`src/rtl/wbps_pkg.sv`:
```
// Shared constants, types and helpers for the wildcard byte pattern search block.
`default_nettype none

package wbps_pkg;

	// Parameter defaults
	localparam int DEF_MAX_PATTERN  = 32;
	localparam int DEF_OFFSET_WIDTH = 32;

	// Configuration port geometry
	localparam int CFG_DATA_W = 64;
	localparam int CFG_IDX_W  = 3;
	localparam int PAT_WORDS  = 4;
	localparam int PAT_BYTES  = 32;
	localparam int WILD_W     = 32;
	localparam int LEN_W      = 6;
	localparam int LEN_CMP_W  = 7;
	localparam int OUT_OFS_W  = 32;

	localparam logic [LEN_W-1:0] LEN_RESET = 6'd1;

	// Register indexes
	localparam logic [CFG_IDX_W-1:0] REG_PAT_LOW    = 3'd0;
	localparam logic [CFG_IDX_W-1:0] REG_PAT_SECOND = 3'd1;
	localparam logic [CFG_IDX_W-1:0] REG_PAT_THIRD  = 3'd2;
	localparam logic [CFG_IDX_W-1:0] REG_PAT_HIGH   = 3'd3;
	localparam logic [CFG_IDX_W-1:0] REG_WILD       = 3'd4;
	localparam logic [CFG_IDX_W-1:0] REG_LEN        = 3'd5;

	typedef logic [PAT_WORDS-1:0][CFG_DATA_W-1:0] pat_words_t;

	// One result word
	typedef struct packed {
		logic                 found;
		logic [OUT_OFS_W-1:0] match_offset;
	} out_word_t;

	// Pick pattern byte pos out of the four pattern words; positions past the
	// stored pattern read as zero
	function automatic logic [7:0] pattern_byte(input pat_words_t words, input int pos);
		logic [1:0] sel;
		logic [5:0] base;
		logic [7:0] res;
		sel  = pos[4:3];
		base = {pos[2:0], 3'b000};
		if (pos >= PAT_BYTES) begin
			res = 8'h00;
		end else begin
			res = words[sel][base +: 8];
		end
		return res;
	endfunction

endpackage

`default_nettype wire

```
`src/rtl/wbps_if.sv`:
```
// Stream channel interfaces: byte input and search result output.
`default_nettype none

interface wbps_in_if;
	logic       valid;
	logic       ready;
	logic [7:0] data_byte;
	logic       last_byte;

	modport source (output valid, output data_byte, output last_byte, input ready);
	modport sink (input valid, input data_byte, input last_byte, output ready);
endinterface

interface wbps_out_if;
	logic                           valid;
	logic                           ready;
	logic                           found;
	logic [wbps_pkg::OUT_OFS_W-1:0] match_offset;

	modport source (output valid, output found, output match_offset, input ready);
	modport sink (input valid, input found, input match_offset, output ready);
endinterface

`default_nettype wire

```
`src/rtl/wbps_cell.sv`:
```
// One compare cell of the match chain: holds the partial-match bit of one position.
`default_nettype none

module wbps_cell (
	input  wire logic       clk,
	input  wire logic       arst_n,
	input  wire logic       advance,
	input  wire logic       region_end,
	input  wire logic [7:0] data_byte,
	input  wire logic [7:0] pat_byte,
	input  wire logic       wild,
	input  wire logic       prev_match,
	output logic            hit,
	output logic            match_q
);

	// Extend the neighbor's partial match by this byte
	assign hit = prev_match && (wild || (data_byte == pat_byte));

	// Hold partial match until the next word; drop it at region end
	always_ff @(posedge clk or negedge arst_n) begin
		if (!arst_n) begin
			match_q <= 1'b0;
		end else if (advance) begin
			match_q <= region_end ? 1'b0 : hit;
		end
	end

endmodule

`default_nettype wire

```
`src/rtl/wbps_obuf.sv`:
```
// Two-entry result buffer that decouples the scan chain from the result receiver.
`default_nettype none

module wbps_obuf (
	input  wire logic                clk,
	input  wire logic                arst_n,
	input  wire logic                push,
	input  wire wbps_pkg::out_word_t push_word,
	output logic                     has_room,
	output logic                     out_valid,
	input  wire logic                out_ready,
	output wbps_pkg::out_word_t      out_word
);

	logic [1:0]          cnt_q;
	wbps_pkg::out_word_t slot0_q;
	wbps_pkg::out_word_t slot1_q;
	logic                pop;

	assign out_valid = (cnt_q != 2'd0);
	assign out_word  = slot0_q;
	assign has_room  = (cnt_q != 2'd2);
	assign pop       = out_valid && out_ready;

	// Track occupancy
	always_ff @(posedge clk or negedge arst_n) begin
		if (!arst_n) begin
			cnt_q <= 2'd0;
		end else if (push && !pop) begin
			cnt_q <= cnt_q + 2'd1;
		end else if (pop && !push) begin
			cnt_q <= cnt_q - 2'd1;
		end
	end

	// Advance slots on pop, fill the first free slot on push
	always_ff @(posedge clk) begin
		if (pop) begin
			if (push && (cnt_q == 2'd1)) begin
				slot0_q <= push_word;
			end else begin
				slot0_q <= slot1_q;
			end
			if (push && (cnt_q == 2'd2)) begin
				slot1_q <= push_word;
			end
		end else if (push) begin
			if (cnt_q == 2'd0) begin
				slot0_q <= push_word;
			end else begin
				slot1_q <= push_word;
			end
		end
	end

endmodule

`default_nettype wire

```
`src/rtl/wildcard_byte_pattern_search.sv`:
```
// Top level: wildcard byte pattern search over a chain of per-position compare cells.
//
// Usage: bytes enter on the stream channel, one word per byte with a last_byte
// flag closing the region. The result channel carries at most one word per
// region: found with the start offset on the byte that completes the first
// match, or not-found with offset 0 on the region's last byte if nothing
// matched. Later matches in the same region are ignored.
// Throughput: one byte per cycle while the result buffer has room. Each byte
// updates every compare cell of the chain in the same cycle; cell k holds
// whether the last k+1 bytes match pattern positions 0..k, so no byte window
// has to be re-scanned. A result is registered into the result buffer when the
// byte that causes it is accepted, and is offered from there in order.
// Stall: a two-entry result buffer sits between the chain and the receiver;
// stream.ready drops only while both entries are occupied.
// Reset: arst_n clears the chain, byte count, reported flag, result buffer and
// registers (pattern 0, mask 0, length 1). The user writes the registers through
// cfg_we/cfg_idx/cfg_wdata only while no byte is in flight, unenforced by the block.
`default_nettype none

module wildcard_byte_pattern_search #(
	parameter int MAX_PATTERN  = wbps_pkg::DEF_MAX_PATTERN,
	parameter int OFFSET_WIDTH = wbps_pkg::DEF_OFFSET_WIDTH
) (
	input  wire logic                            clk,
	input  wire logic                            arst_n,
	input  wire logic                            cfg_we,
	input  wire logic [wbps_pkg::CFG_IDX_W-1:0]  cfg_idx,
	input  wire logic [wbps_pkg::CFG_DATA_W-1:0] cfg_wdata,
	wbps_in_if.sink                              stream,
	wbps_out_if.source                           result
);

	localparam int IDX_W   = (MAX_PATTERN > 1) ? $clog2(MAX_PATTERN) : 1;
	localparam int OFS_EXT = (OFFSET_WIDTH > wbps_pkg::OUT_OFS_W) ?
		OFFSET_WIDTH : wbps_pkg::OUT_OFS_W;
	localparam logic [OFFSET_WIDTH-1:0] COUNT_MAX = {OFFSET_WIDTH{1'b1}};

	// Configuration registers
	wbps_pkg::pat_words_t            pat_q;
	logic [wbps_pkg::WILD_W-1:0]     wild_q;
	logic [wbps_pkg::LEN_W-1:0]      len_q;

	// Region state
	logic [OFFSET_WIDTH-1:0]         cnt_q;
	logic                            reported_q;

	logic                            accept;
	logic                            last;
	logic [MAX_PATTERN-1:0]          hit;
	logic [MAX_PATTERN-1:0]          chain_q;
	logic [wbps_pkg::LEN_CMP_W-1:0]  len_wide;
	logic [wbps_pkg::LEN_CMP_W-1:0]  len_eff;
	logic [IDX_W-1:0]                len_m1;
	logic                            match_now;
	logic [OFFSET_WIDTH-1:0]         cnt_next;
	logic [OFFSET_WIDTH-1:0]         ofs_raw;
	logic [OFS_EXT-1:0]              ofs_ext;
	logic                            emit_found;
	logic                            emit_miss;
	logic                            push;
	wbps_pkg::out_word_t             push_word;
	wbps_pkg::out_word_t             out_word;
	logic                            has_room;

	assign accept = stream.valid && stream.ready;
	assign last   = stream.last_byte;

	// Register writes
	always_ff @(posedge clk or negedge arst_n) begin
		if (!arst_n) begin
			pat_q  <= '0;
			wild_q <= '0;
			len_q  <= wbps_pkg::LEN_RESET;
		end else if (cfg_we) begin
			case (cfg_idx)
				wbps_pkg::REG_PAT_LOW:    pat_q[0] <= cfg_wdata;
				wbps_pkg::REG_PAT_SECOND: pat_q[1] <= cfg_wdata;
				wbps_pkg::REG_PAT_THIRD:  pat_q[2] <= cfg_wdata;
				wbps_pkg::REG_PAT_HIGH:   pat_q[3] <= cfg_wdata;
				wbps_pkg::REG_WILD:       wild_q <= cfg_wdata[wbps_pkg::WILD_W-1:0];
				wbps_pkg::REG_LEN:        len_q <= cfg_wdata[wbps_pkg::LEN_W-1:0];
				default: begin
				end
			endcase
		end
	end

	// Compare chain: cell k sees the partial match of cell k-1 from the last byte
	for (genvar k = 0; k < MAX_PATTERN; k++) begin : g_cell
		logic prev;
		logic wild;
		if (k == 0) begin : g_head
			assign prev = 1'b1;
		end else begin : g_link
			assign prev = chain_q[k-1];
		end
		if (k < wbps_pkg::WILD_W) begin : g_wild
			assign wild = wild_q[k];
		end else begin : g_fixed
			assign wild = 1'b0;
		end
		wbps_cell u_cell (
			.clk        (clk),
			.arst_n     (arst_n),
			.advance    (accept),
			.region_end (last),
			.data_byte  (stream.data_byte),
			.pat_byte   (wbps_pkg::pattern_byte(pat_q, k)),
			.wild       (wild),
			.prev_match (prev),
			.hit        (hit[k]),
			.match_q    (chain_q[k])
		);
	end

	// Clamp length and pick the full-length cell
	always_comb begin
		len_wide = {1'b0, len_q};
		if (len_wide > wbps_pkg::LEN_CMP_W'(MAX_PATTERN)) begin
			len_eff = wbps_pkg::LEN_CMP_W'(MAX_PATTERN);
		end else begin
			len_eff = len_wide;
		end
	end

	assign len_m1    = IDX_W'(len_eff - wbps_pkg::LEN_CMP_W'(1));
	assign match_now = (len_eff == '0) || hit[len_m1];

	// Saturating byte count and start offset
	assign cnt_next = (cnt_q == COUNT_MAX) ? cnt_q : cnt_q + OFFSET_WIDTH'(1);
	assign ofs_raw  = cnt_next - OFFSET_WIDTH'(len_eff);
	assign ofs_ext  = OFS_EXT'(ofs_raw);

	assign emit_found = !reported_q && match_now;
	assign emit_miss  = last && !reported_q && !match_now;
	assign push       = accept && (emit_found || emit_miss);

	// The empty pattern always reports offset 0
	always_comb begin
		push_word.found        = emit_found;
		push_word.match_offset = (emit_found && (len_eff != '0)) ?
			ofs_ext[wbps_pkg::OUT_OFS_W-1:0] : '0;
	end

	// Region count and reported flag; clear both at region end
	always_ff @(posedge clk or negedge arst_n) begin
		if (!arst_n) begin
			cnt_q      <= '0;
			reported_q <= 1'b0;
		end else if (accept) begin
			if (last) begin
				cnt_q      <= '0;
				reported_q <= 1'b0;
			end else begin
				cnt_q      <= cnt_next;
				reported_q <= reported_q || emit_found;
			end
		end
	end

	wbps_obuf u_obuf (
		.clk       (clk),
		.arst_n    (arst_n),
		.push      (push),
		.push_word (push_word),
		.has_room  (has_room),
		.out_valid (result.valid),
		.out_ready (result.ready),
		.out_word  (out_word)
	);

	assign stream.ready        = has_room;
	assign result.found        = out_word.found;
	assign result.match_offset = out_word.match_offset;

	// A full buffer always has a result on offer
	a_full_has_output: assert property (@(posedge clk) disable iff (!arst_n)
		!stream.ready |-> result.valid)
		else $error("input stalled with no result pending");

	// A found result on a non-final byte marks the region as reported
	a_found_sets_flag: assert property (@(posedge clk) disable iff (!arst_n)
		(accept && emit_found && !last) |=> reported_q)
		else $error("found result did not mark the region");

	// Region end leaves count and flag clear
	a_region_clear: assert property (@(posedge clk) disable iff (!arst_n)
		(accept && last) |=> ((cnt_q == '0) && !reported_q))
		else $error("region state not cleared after last byte");

	// No second result in a region once a match was reported
	a_single_result: assert property (@(posedge clk) disable iff (!arst_n)
		(accept && reported_q) |-> !push)
		else $error("second result in one region");

endmodule

`default_nettype wire

```
`src/flat_wrapper.sv`:
```
// flat-port wrapper written by rule: the top's interface ports become plain ports
module wildcard_byte_pattern_search_flat 
#(
	parameter int MAX_PATTERN  = wbps_pkg::DEF_MAX_PATTERN,
	parameter int OFFSET_WIDTH = wbps_pkg::DEF_OFFSET_WIDTH
)
  (clk, arst_n, cfg_we, cfg_idx, cfg_wdata, stream_valid, stream_data_byte, stream_last_byte, stream_ready, result_valid, result_found, result_match_offset, result_ready);
  wbps_in_if stream_i ();
  wbps_out_if result_i ();
  input  wire logic clk;
  input  wire logic arst_n;
  input  wire logic cfg_we;
  input  wire logic [wbps_pkg::CFG_IDX_W-1:0] cfg_idx;
  input  wire logic [wbps_pkg::CFG_DATA_W-1:0] cfg_wdata;
  input wire logic [$bits(stream_i.valid)-1:0] stream_valid;
  input wire logic [$bits(stream_i.data_byte)-1:0] stream_data_byte;
  input wire logic [$bits(stream_i.last_byte)-1:0] stream_last_byte;
  output wire logic [$bits(stream_i.ready)-1:0] stream_ready;
  output wire logic [$bits(result_i.valid)-1:0] result_valid;
  output wire logic [$bits(result_i.found)-1:0] result_found;
  output wire logic [$bits(result_i.match_offset)-1:0] result_match_offset;
  input wire logic [$bits(result_i.ready)-1:0] result_ready;
  assign stream_i.valid = stream_valid;
  assign stream_i.data_byte = stream_data_byte;
  assign stream_i.last_byte = stream_last_byte;
  assign stream_ready = stream_i.ready;
  assign result_valid = result_i.valid;
  assign result_found = result_i.found;
  assign result_match_offset = result_i.match_offset;
  assign result_i.ready = result_ready;
  wildcard_byte_pattern_search #(.MAX_PATTERN(MAX_PATTERN), .OFFSET_WIDTH(OFFSET_WIDTH)) u_core (.clk(clk), .arst_n(arst_n), .cfg_we(cfg_we), .cfg_idx(cfg_idx), .cfg_wdata(cfg_wdata), .stream(stream_i), .result(result_i));
endmodule
```
`config.mk`:
```
export PLATFORM = sky130hd
export DESIGN_NAME = wildcard_byte_pattern_search_flat
export DESIGN_NICKNAME = d
export VERILOG_FILES = /design/src/rtl/wbps_pkg.sv /design/src/rtl/wbps_if.sv /design/src/rtl/wbps_cell.sv /design/src/rtl/wbps_obuf.sv /design/src/rtl/wildcard_byte_pattern_search.sv /design/src/flat_wrapper.sv
export SDC_FILE = /design/constraint.sdc
export NUM_CORES = 1
export LEC_CHECK = 0
export BUFFER_PORTS_ARGS = -buffer_cell sky130_fd_sc_hd__clkbuf_2
export CAP_MARGIN = 0
export CORE_ASPECT_RATIO = 0.9
export CORE_MARGIN = 4
export CORE_UTILIZATION = 35
export CTS_CLUSTER_DIAMETER = 150
export DETAILED_ROUTE_END_ITERATION = 7
export PLACE_DENSITY = 0.49
export SYNTH_ARGS = -nofsm -noshare
export SYNTH_HDL_FRONTEND = slang
export SYNTH_SLANG_ARGS = --single-unit
```
`constraint.sdc`:
```
create_clock -name clk -period 7.65 [get_ports clk]
set_input_delay 0.765 -clock clk [delete_from_list [all_inputs] [get_ports clk]]
set_output_delay 0.765 -clock clk [all_outputs]
set_load 0.05 [all_outputs]
```
After elaboration in Yosys (flattened, before gate mapping)
Cells that the tools add are included.
{ "word_totals": {"output_inout_bits": 35, "register_bits": 426, "rom_bits": 0, "memories": 0, "elab_cells": 239, "latchBits": 0, "ramBits": 0} }
{ "op_classes": {"n_div": 0, "mul": 0, "n_eq_ne": 43, "muxes": 48, "magnitude_cmp": 2, "add_sub_neg": 5, "n_bitwise": 0, "reduce_logical": 97, "shift": 0} }
{ "ops": {"columns": ["operator", "n"], "rows": [
  ["33-bit two-way mux", 8],
  ["8-bit equality test", 32],
  ["32-bit two-way mux", 3],
  ["1-bit logical AND", 42],
  ["1-bit logical OR", 35],
  ["1-bit two-way mux", 33],
  ["32-bit by 1-bit adder with 32-bit output, second input constant", 1],
  ["32-bit equality test, second input constant", 1],
  ["32-bit by 6-bit subtractor with 32-bit output", 1],
  ["2-bit AND reduction", 7],
  ["2-bit nonzero test", 4],
  ["7-bit zero test", 1],
  ["7-bit nonzero test", 1],
  ["3-bit by 2-bit equality test with 1-bit output, second input constant", 2],
  ["3-bit equality test, second input constant", 2],
  ["6-bit > comparator, second input constant", 1],
  ["5-bit by 6-bit less-than comparator with 1-bit output, second input constant", 1],
  ["6-bit two-way mux", 1],
  ["1-bit binary-select mux with 5-bit select", 1],
  ["5-bit by 1-bit subtractor with 5-bit output, second input constant", 1],
  ["1-bit zero test", 4],
  ["2-bit two-way mux", 2],
  ["2-bit inequality test, second input constant", 2],
  ["3-bit by 1-bit equality test with 1-bit output, second input constant", 1],
  ["8 further kinds", 8]
]} }

Longest topological paths before layout
Gate-level depths: netlist of run 1.
{ "logic_depth": {"ltp_word": 14, "mapped_depth": 19, "depth_no_buf": 17} }

Hierarchy
From an unflattened synthesis of run 1, not the netlist that was laid out.
{ "hier_totals": {"hier_cells": 1799, "hier_area_um2": 22087.4} }
{ "modules_own_cells": {"columns": ["module", "area_each_um2", "cells_per_inst", "instances"], "rows": [
  ["wildcard_byte_pattern_search", 14590.2, 1095, 1],
  ["wbps_cell", 148.9, 18, 32],
  ["wbps_obuf", 2732.6, 128, 1]
]} }

Worst setup path before layout of run 1
No wires, ideal clock.
{ "synth_path": {"kind": "register to register", "start": "reg u_core.len_q[5] (netlist name)", "end": "reg u_core.u_obuf.slot1_q[0] (netlist name), enable pin", "stages_incl_launch_ff": 17, "setup_ps": 464, "n_path_buf": 3, "setup_slack_ps": 1614, "arrival_ps": 5572, "synth_period_minus_slack_ps": 6036, "path_cell_list": "dfrtp_1 > nor2b_1 > inv_1 > clkbuf_1 > ha_1 > or3b_1 > a221o_1 > nor3_1 > a32o_1 > o221ai_1 > nor3_1 > or4_1 > buf_2 > clkbuf_1 > o31ai_1 > ha_1 > nor3_1"} }
{ "synth_via": {"elab_chain_len": 13} }
{ "synth_rtl": {"columns": ["item", "line_no", "rtl"], "rows": [
  ["start: declaration", "wildcard_byte_pattern_search.sv:41", "logic [wbps_pkg::LEN_W-1:0] len_q;"],
  ["start signal: assignment", "wildcard_byte_pattern_search.sv:73", "len_q <= wbps_pkg::LEN_RESET;"],
  ["start signal: assignment", "wildcard_byte_pattern_search.sv:81", "wbps_pkg::REG_LEN: len_q <= cfg_wdata[wbps_pkg::LEN_W-1:0];"],
  ["6-bit > comparator", "wildcard_byte_pattern_search.sv:119", "if (len_wide > wbps_pkg::LEN_CMP_W'(MAX_PATTERN)) begin"],
  ["6-bit two-way mux *", "wildcard_byte_pattern_search.sv:119", null],
  ["5-bit by 1-bit subtractor with 5-bit output", "wildcard_byte_pattern_search.sv:126", "assign len_m1 = IDX_W'(len_eff - wbps_pkg::LEN_CMP_W'(1));"],
  ["1-bit binary-select mux with 5-bit select", "wildcard_byte_pattern_search.sv:127", "assign match_now = (len_eff == '0) || hit[len_m1];"],
  ["1-bit two-way mux (not written as such)", "wildcard_byte_pattern_search.sv:127", null],
  ["1-bit logical OR *", "wildcard_byte_pattern_search.sv:127", null],
  ["1-bit zero test", "wildcard_byte_pattern_search.sv:135", "assign emit_miss = last && !reported_q && !match_now;"],
  ["1-bit logical AND", "wildcard_byte_pattern_search.sv:135", null],
  ["1-bit logical OR *", "wildcard_byte_pattern_search.sv:136", "assign push = accept && (emit_found || emit_miss);"],
  ["1-bit logical AND *", "wildcard_byte_pattern_search.sv:136", null],
  ["1-bit logical AND", "wbps_obuf.sv:44", "if (push && (cnt_q == 2'd2)) begin"],
  ["2-bit by 1-bit inequality test with 1-bit output (no source line)", null, null],
  ["3-bit AND reduction (no source line) *", null, null],
  ["end signal: assignment", "wbps_obuf.sv:45", "slot1_q <= push_word;"],
  ["end signal: assignment", "wbps_obuf.sv:51", "slot1_q <= push_word;"],
  ["end: declaration", "wbps_obuf.sv:17", "wbps_pkg::out_word_t slot1_q;"]
]} }
Every way passes the cells marked *; elsewhere a longest branch is shown, timed or not. The select of a mux whose other input is x is not followed.
A chain may end at the register's enable or synchronous reset.

==> out/metrics.yaml, run 1 <==
synthesis.nets: 1899
ys_seq_area_share_pct: 50.5
route.met2.wl_mm: 26.0
grt_use_total_pct: 18.0
criticalPathCategory: "register to register"
cts_buffers: 50
internal_power_uw: 5240
routed-via-count: 14400
netlist_instances: 1803
utilization_pct: 40.4
cts_root_buf: "clkbuf_16"
cp-start-kind: "register"
antenna_found_initial: 3
fillers: 5900
rsz0062_at_grt: "false"
pwr_density_cell_nw_per_um2: 321
routed_via_density: 5.23
wl_per_cell_um: 21.7
yosysWarnings: 0
drc: 0
cts.clk_slew.worst_paths_ns: 0.06
wl_met1_mm: 30.4
rows: 86
clock_sink_count: 426
setup_viol: 0
slew_viol_final: 0
drt_first_pass_iters: 5
synth_area_leaders: "dfrtp_1, mux2_2, edfxtp_1"
core_area_um2: 61400
cts_resized: 0
antenna_left: 0
post-route-period-util_pct: 76.2
cts_max_level: 2
hold_violations: 0
place_congestion: 0.835
area_growth_pct: 14.1
place_hpwl_mm: 39.7
synthesis.area_um2: 21800
cap_violations: 0
p_switching_uw: 2730
critPathArrivalTime_ns: 6.15
grt_pass1_vias: 14600
drive_gt1_share_pct: 30.5
wl_met3_mm: 2.52
gr-total-overflow: 0
synth_edf_count: 66
pwr-share-seq_pct: 40.4
synth_cell_types: 80
worstMarginPinSlew_ns: 1.15
setup_tns_ns: 0
die_x_um: 271
grt_max_degree: 146
critPathCaptureType: "register"
portBuffers: 115
pwr-share-clk_pct: 30.0
die_area_um2: 66300
synth_top_area_share_pct: 41.3
finalCriticalPeriod_ns: 5.83
cts_buffer_depth: 3
post-cts-setup-buffer-count: 0
yosysTopAreaCell: "dfrtp_1"
async_flop_share_pct: 84.5
multiInputGateArea_um2: 10200
synth_flop_cell: "dfrtp_1"
synth_commonest_cells: "dfrtp_1, mux2_2, xor2_1"
die_h_um: 245
fmax_ghz: 0.172
min_path_type: "input pin to asynchronous set/reset pin"
syn_area_per_cell_um2: 12.1
combPwrFrac_pct: 29.6
clkLatencyLatePin_ns: 0.60
n_antenna_cell: 0
cts_tree: "yes"
dr.max_layer_used: "met4"
drt_wl_total_mm: 60.1
sw_frac_of_total_pct: 34.3
cp_max_fo: 14
final_nets: 1980
clock_skew_ns: 0.0349
cp.required_ns: 7.97
status: "complete, no violations"
cts_hold_buf: 0
drtIter0Drc: 990
yosysMostFrequentCell: "dfrtp_1"
grt_first_pass_wirelength_mm: 93.1
worst_ir_drop_vdd_uv: 179
seqCellArea_um2: 11000
ys_seq_elements: 426
ios: 116
start_util_pct: 35.4
maxSlewHeadroom_pct: 23.0
power.leakage_uw: 0.0104
==> final timing paths <==
path,start,to,slack (ns),cells past startpoint
worst min register to register,u_core.g_cell[25].u_cell.match_q$_DFFE_PN0P_,u_core.g_cell[25].u_cell.match_q$_DFFE_PN0P_,0.47,2
max in group asynchronous,arst_n,u_core.cnt_q[19]$_DFFE_PN0P_,5.62,3
worst max register to register,u_core.cnt_q[10]$_DFFE_PN0P_,u_core.u_obuf.out_word[26]$_DFFE_PP_,1.82,16
worst max-delay path,u_core.cnt_q[10]$_DFFE_PN0P_,u_core.u_obuf.out_word[26]$_DFFE_PP_,1.82,16
min in group clk,cfg_wdata[60],u_core.pat_q[252]$_DFFE_PN0P_,0.46,2
worst min-delay path,arst_n,u_core.pat_q[104]$_DFFE_PN0P_,0.17,1
==> layer usage <==
metal | track usage [%] | vias to the layer above
met3 | 2.53 | 67
met4 | 3.92 | 0
met1 | 27.4 | 7418
met5 | 0 | -
met2 | 27.2 | 289
li1 | - | 6674
==> layout by cell type, fill, tap and decap left out, types with 7 or more instances in the layout <==
cell type and n:
inv_1 26, nand4_1 23, ha_1 14, or3_1 7, or4_1 7, nand3_1 24
xnor2_1 84, and4_1 9, nand2_1 89, a22o_1 17, dfrtp_1 359, edfxtp_1 66
clkbuf_1 8, o21ai_0 61, buf_4 27, nor4_1 57, clkinv_2 15, o22ai_1 8
clkbuf_16 51, clkbuf_2 112, o31ai_1 23, mux2_2 325, xor2_1 217, and3_1 32
nor2b_1 17, nor2_1 49, a21oi_1 36, nor3_1 22
==> power groups by stage <==
stage               sequential, uW  combinational [uW]  clock [uW]
floorplan                     3500                1430           0
finish                        3220                2360        2390
global placement              3260                2360           0
CTS                           3230                2390        2470
detailed placement            3260                2380           0
global route                  3290                2580        2560
==> worst max-delay path, stage by stage (launching register included) <==
cell and delay, ns:
dfrtp_1 0.65, nand4_4 0.27, nor4_4 0.56, nand3_1 0.58, xnor2_1 0.41, ha_1 0.19, inv_1 0.06, fa_1 0.45
nand2_1 0.09, nand2_1 0.06, a21oi_1 0.24, o21ai_0 0.33, nor3_2 0.50, o211ai_2 0.30, or3_1 0.42, and4_1 0.20
mux2_2 0.25
==> registers in the layout (all words and copies together) (netlist names) <==
register                      cells
u_core.cnt_q                     32
u_core.g_cell.u_cell.match_q     31
u_core.len_q                      6
u_core.pat_q                    256
u_core.reported_q                 1
u_core.u_obuf.cnt_q               2
u_core.u_obuf.out_word           33
u_core.u_obuf.slot1_q            33
u_core.wild_q                    32
==> per-stage QoR <==
stage	hold WS [ns]	instances	power, uW	instance area, um2	setup WS (ns)
2_1_floorplan	0.435	1803	4930	21800	1.61
3_3_place_gp	0.457	2668	5610	23200	2.03
3_5_place_dp	0.461	2668	5650	23200	1.91
4_1_cts	0.166	2762	8090	24800	1.85
5_1_grt	0.208	2762	8430	24800	1.42
6_report	0.173	2762	7970	24800	1.82
==> area by class of cell <==
class | count | share of cell area (%)
Sequential cell | 426 | 44.2
Multi-Input combinational cell | 1237 | 41.2
Clock buffer | 65 | 5.59
Tap cell | 836 | 4.21
Timing Repair Buffer | 143 | 3.25
Clock inverter | 29 | 1.13
Inverter | 26 | 0.393
==> logic make-up after synthesis <==
logic type	after synthesis	share of synthesized area [%]
DFF	426	50.5
muxes	330	17.0
adders and majority gates	15	0.896
AOI/OAI and AO/OA	218	6.99
xor gates and xnor gates	301	12.1
and+or+nand+nor	373	9.62
buffers and inverters	140	2.87
Power figures use the tool's default switching activity.
==> run 2, diff against run 1 <==
==> constraint.sdc (replaced) <==
create_clock -name clk -period 5.9 [get_ports clk]
set_input_delay 0.59 -clock clk [delete_from_list [all_inputs] [get_ports clk]]
set_output_delay 0.59 -clock clk [all_outputs]
set_load 0.05 [all_outputs]
==> out/metrics.yaml, run 2 (synthesis gave the netlist of run 1 again) <==
rsz0062_at_grt: "false"  # unchanged
top_register: "u_core.pat_q"  # unchanged
criticalPathCategory: "register to register"  # unchanged
pwr_density_cell_nw_per_um2: 414  # was 321 nW/um2
min_path_type: "input pin to asynchronous set/reset pin"  # unchanged
gr-total-overflow: 0  # unchanged
setup_viol: 0  # unchanged
drt_wl_total_mm: 60.1  # about the same
grt_first_pass_wirelength_mm: 93.3  # was 93.1 mm
cts_buffers: 48  # was 50
cp.required_ns: 6.23  # was 7.97 ns
mostFrequentLayoutCell: "dfrtp_1"  # unchanged
grt_use_total_pct: 18.1  # was 18.0%
final_nets: 1986  # was 1980
drive_gt1_share_pct: 30.9  # was 30.5%
cts_buffer_depth: 3  # unchanged
cp_max_fo: 13  # was 14
critPathCaptureType: "register"  # unchanged
clock_sink_count: 426  # unchanged
fin_area_um2: 25000  # was 24800 um2
core_area_um2: 61400  # unchanged
critPathArrivalTime_ns: 5.59  # was 6.15 ns
p_switching_uw: 3520  # was 2730 uW
r2r_slack_ns: 0.64  # was 1.82 ns
cts_hold_buf: 0  # unchanged
wl_per_cell_um: 21.7  # about the same
cts.clk_slew.worst_paths_ns: 0.06  # about the same
fmax_ghz: 0.190  # was 0.172 GHz
hold_violations: 0  # unchanged
status: "complete, no violations"  # unchanged
place_hpwl_mm: 40.1  # was 39.7 mm
post-route-period-util_pct: 89.2  # was 76.2%
cts_max_level: 2  # unchanged
cap_violations: 0  # unchanged
setup_tns_ns: 0  # unchanged
die_h_um: 245  # unchanged
pwr-share-clk_pct: 29.9  # was 30.0%
place_congestion: 0.860  # was 0.835
power.leakage_uw: 0.0104  # about the same
cts_resized: 0  # unchanged
r2r-start: "u_core.cnt_q[14]$_DFFE_PN0P_"  # was u_core.cnt_q[10]$_DFFE_PN0P_
sw_frac_of_total_pct: 34.0  # was 34.3%
worstMarginPinSlew_ns: 1.08  # was 1.15 ns
worst_ir_drop_vdd_uv: 201  # was 179 uV
drc: 0  # unchanged
start_util_pct: 35.4  # unchanged
finalCriticalPeriod_ns: 5.26  # was 5.83 ns
clkLatencyLatePin_ns: 0.60  # about the same
rows: 86  # unchanged
largest_reg_flops: 256  # unchanged
internal_power_uw: 6820  # was 5240 uW
cts_tree: "yes"  # unchanged
routed_via_density: 5.26  # was 5.23
cp-start-kind: "register"  # unchanged
layout_common_cells: "dfrtp_1, mux2_2, xor2_1"  # unchanged
timing.final.ws_setup_ns: 0.640  # was 1.82 ns
routed-via-count: 14600  # was 14400
drtIter0Drc: 887  # was 990
die_x_um: 271  # unchanged
ios: 116  # unchanged
pwr-share-seq_pct: 40.2  # was 40.4%
maxSlewHeadroom_pct: 28.1  # was 23.0%
clock_skew_ns: 0.0245  # was 0.0349 ns
grt_pass1_vias: 14900  # was 14600
crit_start: "u_core.cnt_q[14]$_DFFE_PN0P_"  # was u_core.cnt_q[10]$_DFFE_PN0P_
drt_first_pass_iters: 8  # was 5
slew_viol_final: 0  # unchanged
die_area_um2: 66300  # unchanged
portBuffers: 115  # unchanged
grt_max_degree: 141  # was 146
combPwrFrac_pct: 29.9  # was 29.6%
antenna_left: 0  # unchanged
post-cts-setup-buffer-count: 0  # unchanged
place_area_um2: 23300  # was 23200 um2
antenna_found_initial: 2  # was 3
area_growth_pct: 14.8  # was 14.1%
cts_root_buf: "clkbuf_16"  # unchanged
pre_cts_slack_ns: 0.712  # was 1.91 ns
run 2: cell types whose count changed in the layout (fill, tap and decap cells not counted), moves of 2 or more:
cell	previous run	this run
buf_12	1	10
clkbuf_1	8	6
clkinv_1	4	0
clkinv_2	15	12
clkbuf_16	51	49
clkbuf_8	6	12
run 2: power by group through the flow:
stage               Clock (uW)  Sequential, uW  Combinational (uW)
global placement             0            4200                3080
finish                    3100            4160                3090
CTS                       3190            4160                3140
floorplan                    0            4530                1850
global route              3330            4240                3380
detailed placement           0            4220                3120
run 2: cell type report:
class | instances | area (um2)
diodes | 1 | 2.50
clock buffers | 67 | 1410
clock inverters | 21 | 231
fillers | 5885 | 36500
inverters | 26 | 97.6
multi-input cells | 1237 | 10200
flip-flops and latches | 426 | 11000
well taps | 836 | 1050
repair buffers | 151 | 981
run 2: worst paths after layout:
path | endpoint | cells past startpoint
worst max register to register | u_core.u_obuf.out_word[26]$_DFFE_PP_ | 16
max in group asynchronous | u_core.pat_q[61]$_DFFE_PN0P_ | 2
worst min-delay path | u_core.pat_q[105]$_DFFE_PN0P_ | 1
worst max-delay path | u_core.u_obuf.out_word[26]$_DFFE_PP_ | 16
worst min register to register | u_core.g_cell[11].u_cell.match_q$_DFFE_PN0P_ | 2
min in group clk | u_core.pat_q[231]$_DFFE_PN0P_ | 2
run 2: worst max-delay path: stages (launching register included):
cell      delay [ns]
dfrtp_1         0.59
nand4_2         0.30
nor4_4          0.63
nand3_1         0.20
buf_4           0.24
mux2_2          0.32
fa_1            0.42
nand2_1         0.09
nand2_1         0.06
a21oi_1         0.21
o21ai_0         0.13
buf_4           0.17
nor3_2          0.43
o211ai_2        0.31
or3_1           0.42
and4_1          0.21
mux2_2          0.26
run 2: through the flow:
step / total power [uW] / std cells / utilization (%) / hold WS (ns)
5_1_grt: 10900 / 2764 / 40.7 / 0.219
4_1_cts: 10500 / 2764 / 40.7 / 0.174
6_report: 10300 / 2765 / 40.7 / 0.137
2_1_floorplan: 6390 / 1803 / - / 0.294
3_5_place_dp: 7340 / 2676 / 38.0 / 0.465
3_3_place_gp: 7280 / 2676 / 38.0 / 0.458
run 2: per-layer routing:
| metal | share of wire, % | up-vias | global-route usage (%) | wire length (um) |
|---|---|---|---|---|
| met1 | 50 | 7505 | 27.3 | 30300 |
| met4 | 1.3 | 0 | 3.07 | 797 |
| met5 | 0 | - | 0 | 0 |
| met2 | 44 | 299 | 27.8 | 26600 |
| met3 | 4.0 | 58 | 2.77 | 2400 |
| li1 | - | 6690 | - | - |
==> run 3, diff against run 2 <==
--- a/config.mk
+++ b/config.mk
@@ -5,14 +5,15 @@
 export SDC_FILE = /design/constraint.sdc
 export NUM_CORES = 1
 export LEC_CHECK = 0
-export BUFFER_PORTS_ARGS = -buffer_cell sky130_fd_sc_hd__clkbuf_2
 export CAP_MARGIN = 0
 export CORE_ASPECT_RATIO = 0.9
 export CORE_MARGIN = 4
 export CORE_UTILIZATION = 35
 export CTS_CLUSTER_DIAMETER = 150
 export DETAILED_ROUTE_END_ITERATION = 7
-export PLACE_DENSITY = 0.49
+export DONT_BUFFER_PORTS = 1
+export MAX_ROUTING_LAYER = met4
+export PLACE_DENSITY = 0.47
 export SYNTH_ARGS = -nofsm -noshare
 export SYNTH_HDL_FRONTEND = slang
 export SYNTH_SLANG_ARGS = --single-unit
==> out/metrics.yaml, run 3 (synthesis gave the netlist of run 1 again) <==
die_h_um: 245  # unchanged
finalCriticalPeriod_ns: 5.11  # was 5.26 ns
maxSlewHeadroom_pct: 22.0  # was 28.1%
die_x_um: 271  # unchanged
drc: 0  # unchanged
cts_resized: 0  # unchanged
multiInputGateArea_um2: 10200  # about the same
worst_ir_drop_vdd_uv: 205  # was 201 uV
layout_common_cells: "dfrtp_1, mux2_2, xor2_1"  # unchanged
cts_root_buf: "clkbuf_16"  # unchanged
cts_max_level: 2  # unchanged
place_congestion: 0.862  # was 0.860
cp_top_family: "simple AND/OR/NAND/NOR gates"  # unchanged
failed_checks: "negative hold slack"
timing.final.ws_setup_ns: 0.790  # was 0.640 ns
clock_sink_count: 426  # unchanged
fmax_ghz: 0.196  # was 0.190 GHz
critPathArrivalTime_ns: 5.45  # was 5.59 ns
slew_viol_final: 0  # unchanged
min_path_type: "input pin to asynchronous set/reset pin"  # unchanged
wl_per_cell_um: 22.5  # was 21.7 um
setup_viol: 0  # unchanged
fillers: 5835  # was 5885
cp_max_fo: 14  # was 13
worstMarginPinSlew_ns: 1.17  # was 1.08 ns
clock_skew_ns: 0.0166  # was 0.0245 ns
drtIter0Drc: 921  # was 887
post-cts-setup-buffer-count: 0  # unchanged
setup_tns_ns: 0  # unchanged
die_area_um2: 66300  # unchanged
path_cells: "nand4_4, nor4_4, nand3_1, buf_4, mux2_2, ha_1, nor2b_1, o21ai_0, a21boi_0, o31a_1, nor3_2, buf_4, nand2_4, or4_1, and4_1, mux2_2"  # was nand4_2, nor4_4, nand3_1, buf_4, mux2_2, fa_1, nand2_1, nand2_1, a21oi_1, o21ai_0, buf_4, nor3_2, o211ai_2, or3_1, and4_1, mux2_2
drt_first_pass_iters: 5  # was 8
mostFrequentLayoutCell: "dfrtp_1"  # unchanged
routed_via_density: 5.24  # was 5.26
seqCellArea_um2: 11000  # unchanged
cts.clk_slew.worst_paths_ns: 0.06  # about the same
cap_violations: 0  # unchanged
path_buf_inv: 2  # unchanged
portBuffers: 0  # was 115
top_register: "u_core.pat_q"  # unchanged
pwr_density_cell_nw_per_um2: 421  # was 414 nW/um2
start_util_pct: 35.4  # unchanged
clkLatencyLatePin_ns: 0.60  # about the same
grt_pass1_vias: 14000  # was 14900
drt_wl_total_mm: 59.4  # was 60.1 mm
drive_gt1_share_pct: 26.0  # was 30.9%
post-route-period-util_pct: 86.6  # was 89.2%
pre_cts_slack_ns: 0.839  # was 0.712 ns
grt_max_degree: 361  # was 141
utilization_pct: 39.5  # was 40.7%
status: "complete, but fails checks"  # was complete, no violations
gr-total-overflow: 0  # unchanged
antenna_left: 0  # unchanged
power.leakage_uw: 0.00989  # was 0.0104 uW
grt_first_pass_wirelength_mm: 91.4  # was 93.3 mm
place_area_um2: 22500  # was 23300 um2
cp.required_ns: 6.24  # was 6.23 ns
max_stage_delay_ns: 0.64  # was 0.63 ns
grt_use_total_pct: 18.3  # was 18.1%
area_growth_pct: 11.5  # was 14.8%
place_hpwl_mm: 38.3  # was 40.1 mm
rsz0062_at_grt: "false"  # unchanged
largest_reg_flops: 256  # unchanged
criticalPathCategory: "register to register"  # unchanged
core_area_um2: 61400  # unchanged
rows: 86  # unchanged
hold_violations: 359  # was 0
antenna_found_initial: 1  # was 2
routed-via-count: 13800  # was 14600
final_nets: 1859  # was 1986
ios: 116  # unchanged
cts_buffers: 49  # was 48
cts_buffer_depth: 3  # unchanged
cp-start-kind: "register"  # unchanged
fin_area_um2: 24300  # was 25000 um2
critPathCaptureType: "register"  # unchanged
cts_tree: "yes"  # unchanged
cp_slowest_cell: "dfrtp_1"  # was nor4_4
holdWs_ns: -0.295  # was 0.137 ns
## run 3: final cells by class
type,count,area share [%]
multi-input combinational,1237,42.2
clock inverter,24,1.28
timing repair buffer,23,0.711
inverter,26,0.402
clock buffer,67,5.87
tap,836,4.31
sequential,426,45.3
antenna,2,0.0206
## run 3: worst paths after layout
kind / startpoint / to / slack (ns) / depth (start not counted)
setup reg to reg: u_core.cnt_q[10]$_DFFE_PN0P_ / u_core.u_obuf.out_word[31]$_DFFE_PP_ / 0.79 / 16
min in group clk: stream_last_byte / u_core.g_cell[6].u_cell.match_q$_DFFE_PN0P_ / 0.11 / 1
setup / recovery: u_core.cnt_q[10]$_DFFE_PN0P_ / u_core.u_obuf.out_word[31]$_DFFE_PP_ / 0.79 / 16
max in group asynchronous: arst_n / u_core.pat_q[191]$_DFFE_PN0P_ / 5.25 / 0
hold / removal: arst_n / u_core.pat_q[174]$_DFFE_PN0P_ / -0.29 / 0
hold reg to reg: u_core.g_cell[11].u_cell.match_q$_DFFE_PN0P_ / u_core.g_cell[11].u_cell.match_q$_DFFE_PN0P_ / 0.47 / 2
## run 3: per-stage QoR
stage                     total power, uW  std cells
after detailed placement             7030       2548
after floorplan                      6390       1803
after global routing                10800       2640
final                               10200       2641
after global placement               6990       2548
after CTS                           10400       2639
## run 3: power breakdown
part	switching, uW	internal (uW)
Clock	1300	1970
Sequential	838	3790
Combinational	1210	1130
Total	3350	6890
## run 3: routing by layer
layer  vias to the layer above  track usage (%)  part of all wire [%]
met5                         -                -                     0
met4                         0             4.07                   1.9
met3                        76             2.78                   3.6
met2                       229             26.9                    44
met1                      7105             26.9                    51
li1                       6431                -                     -
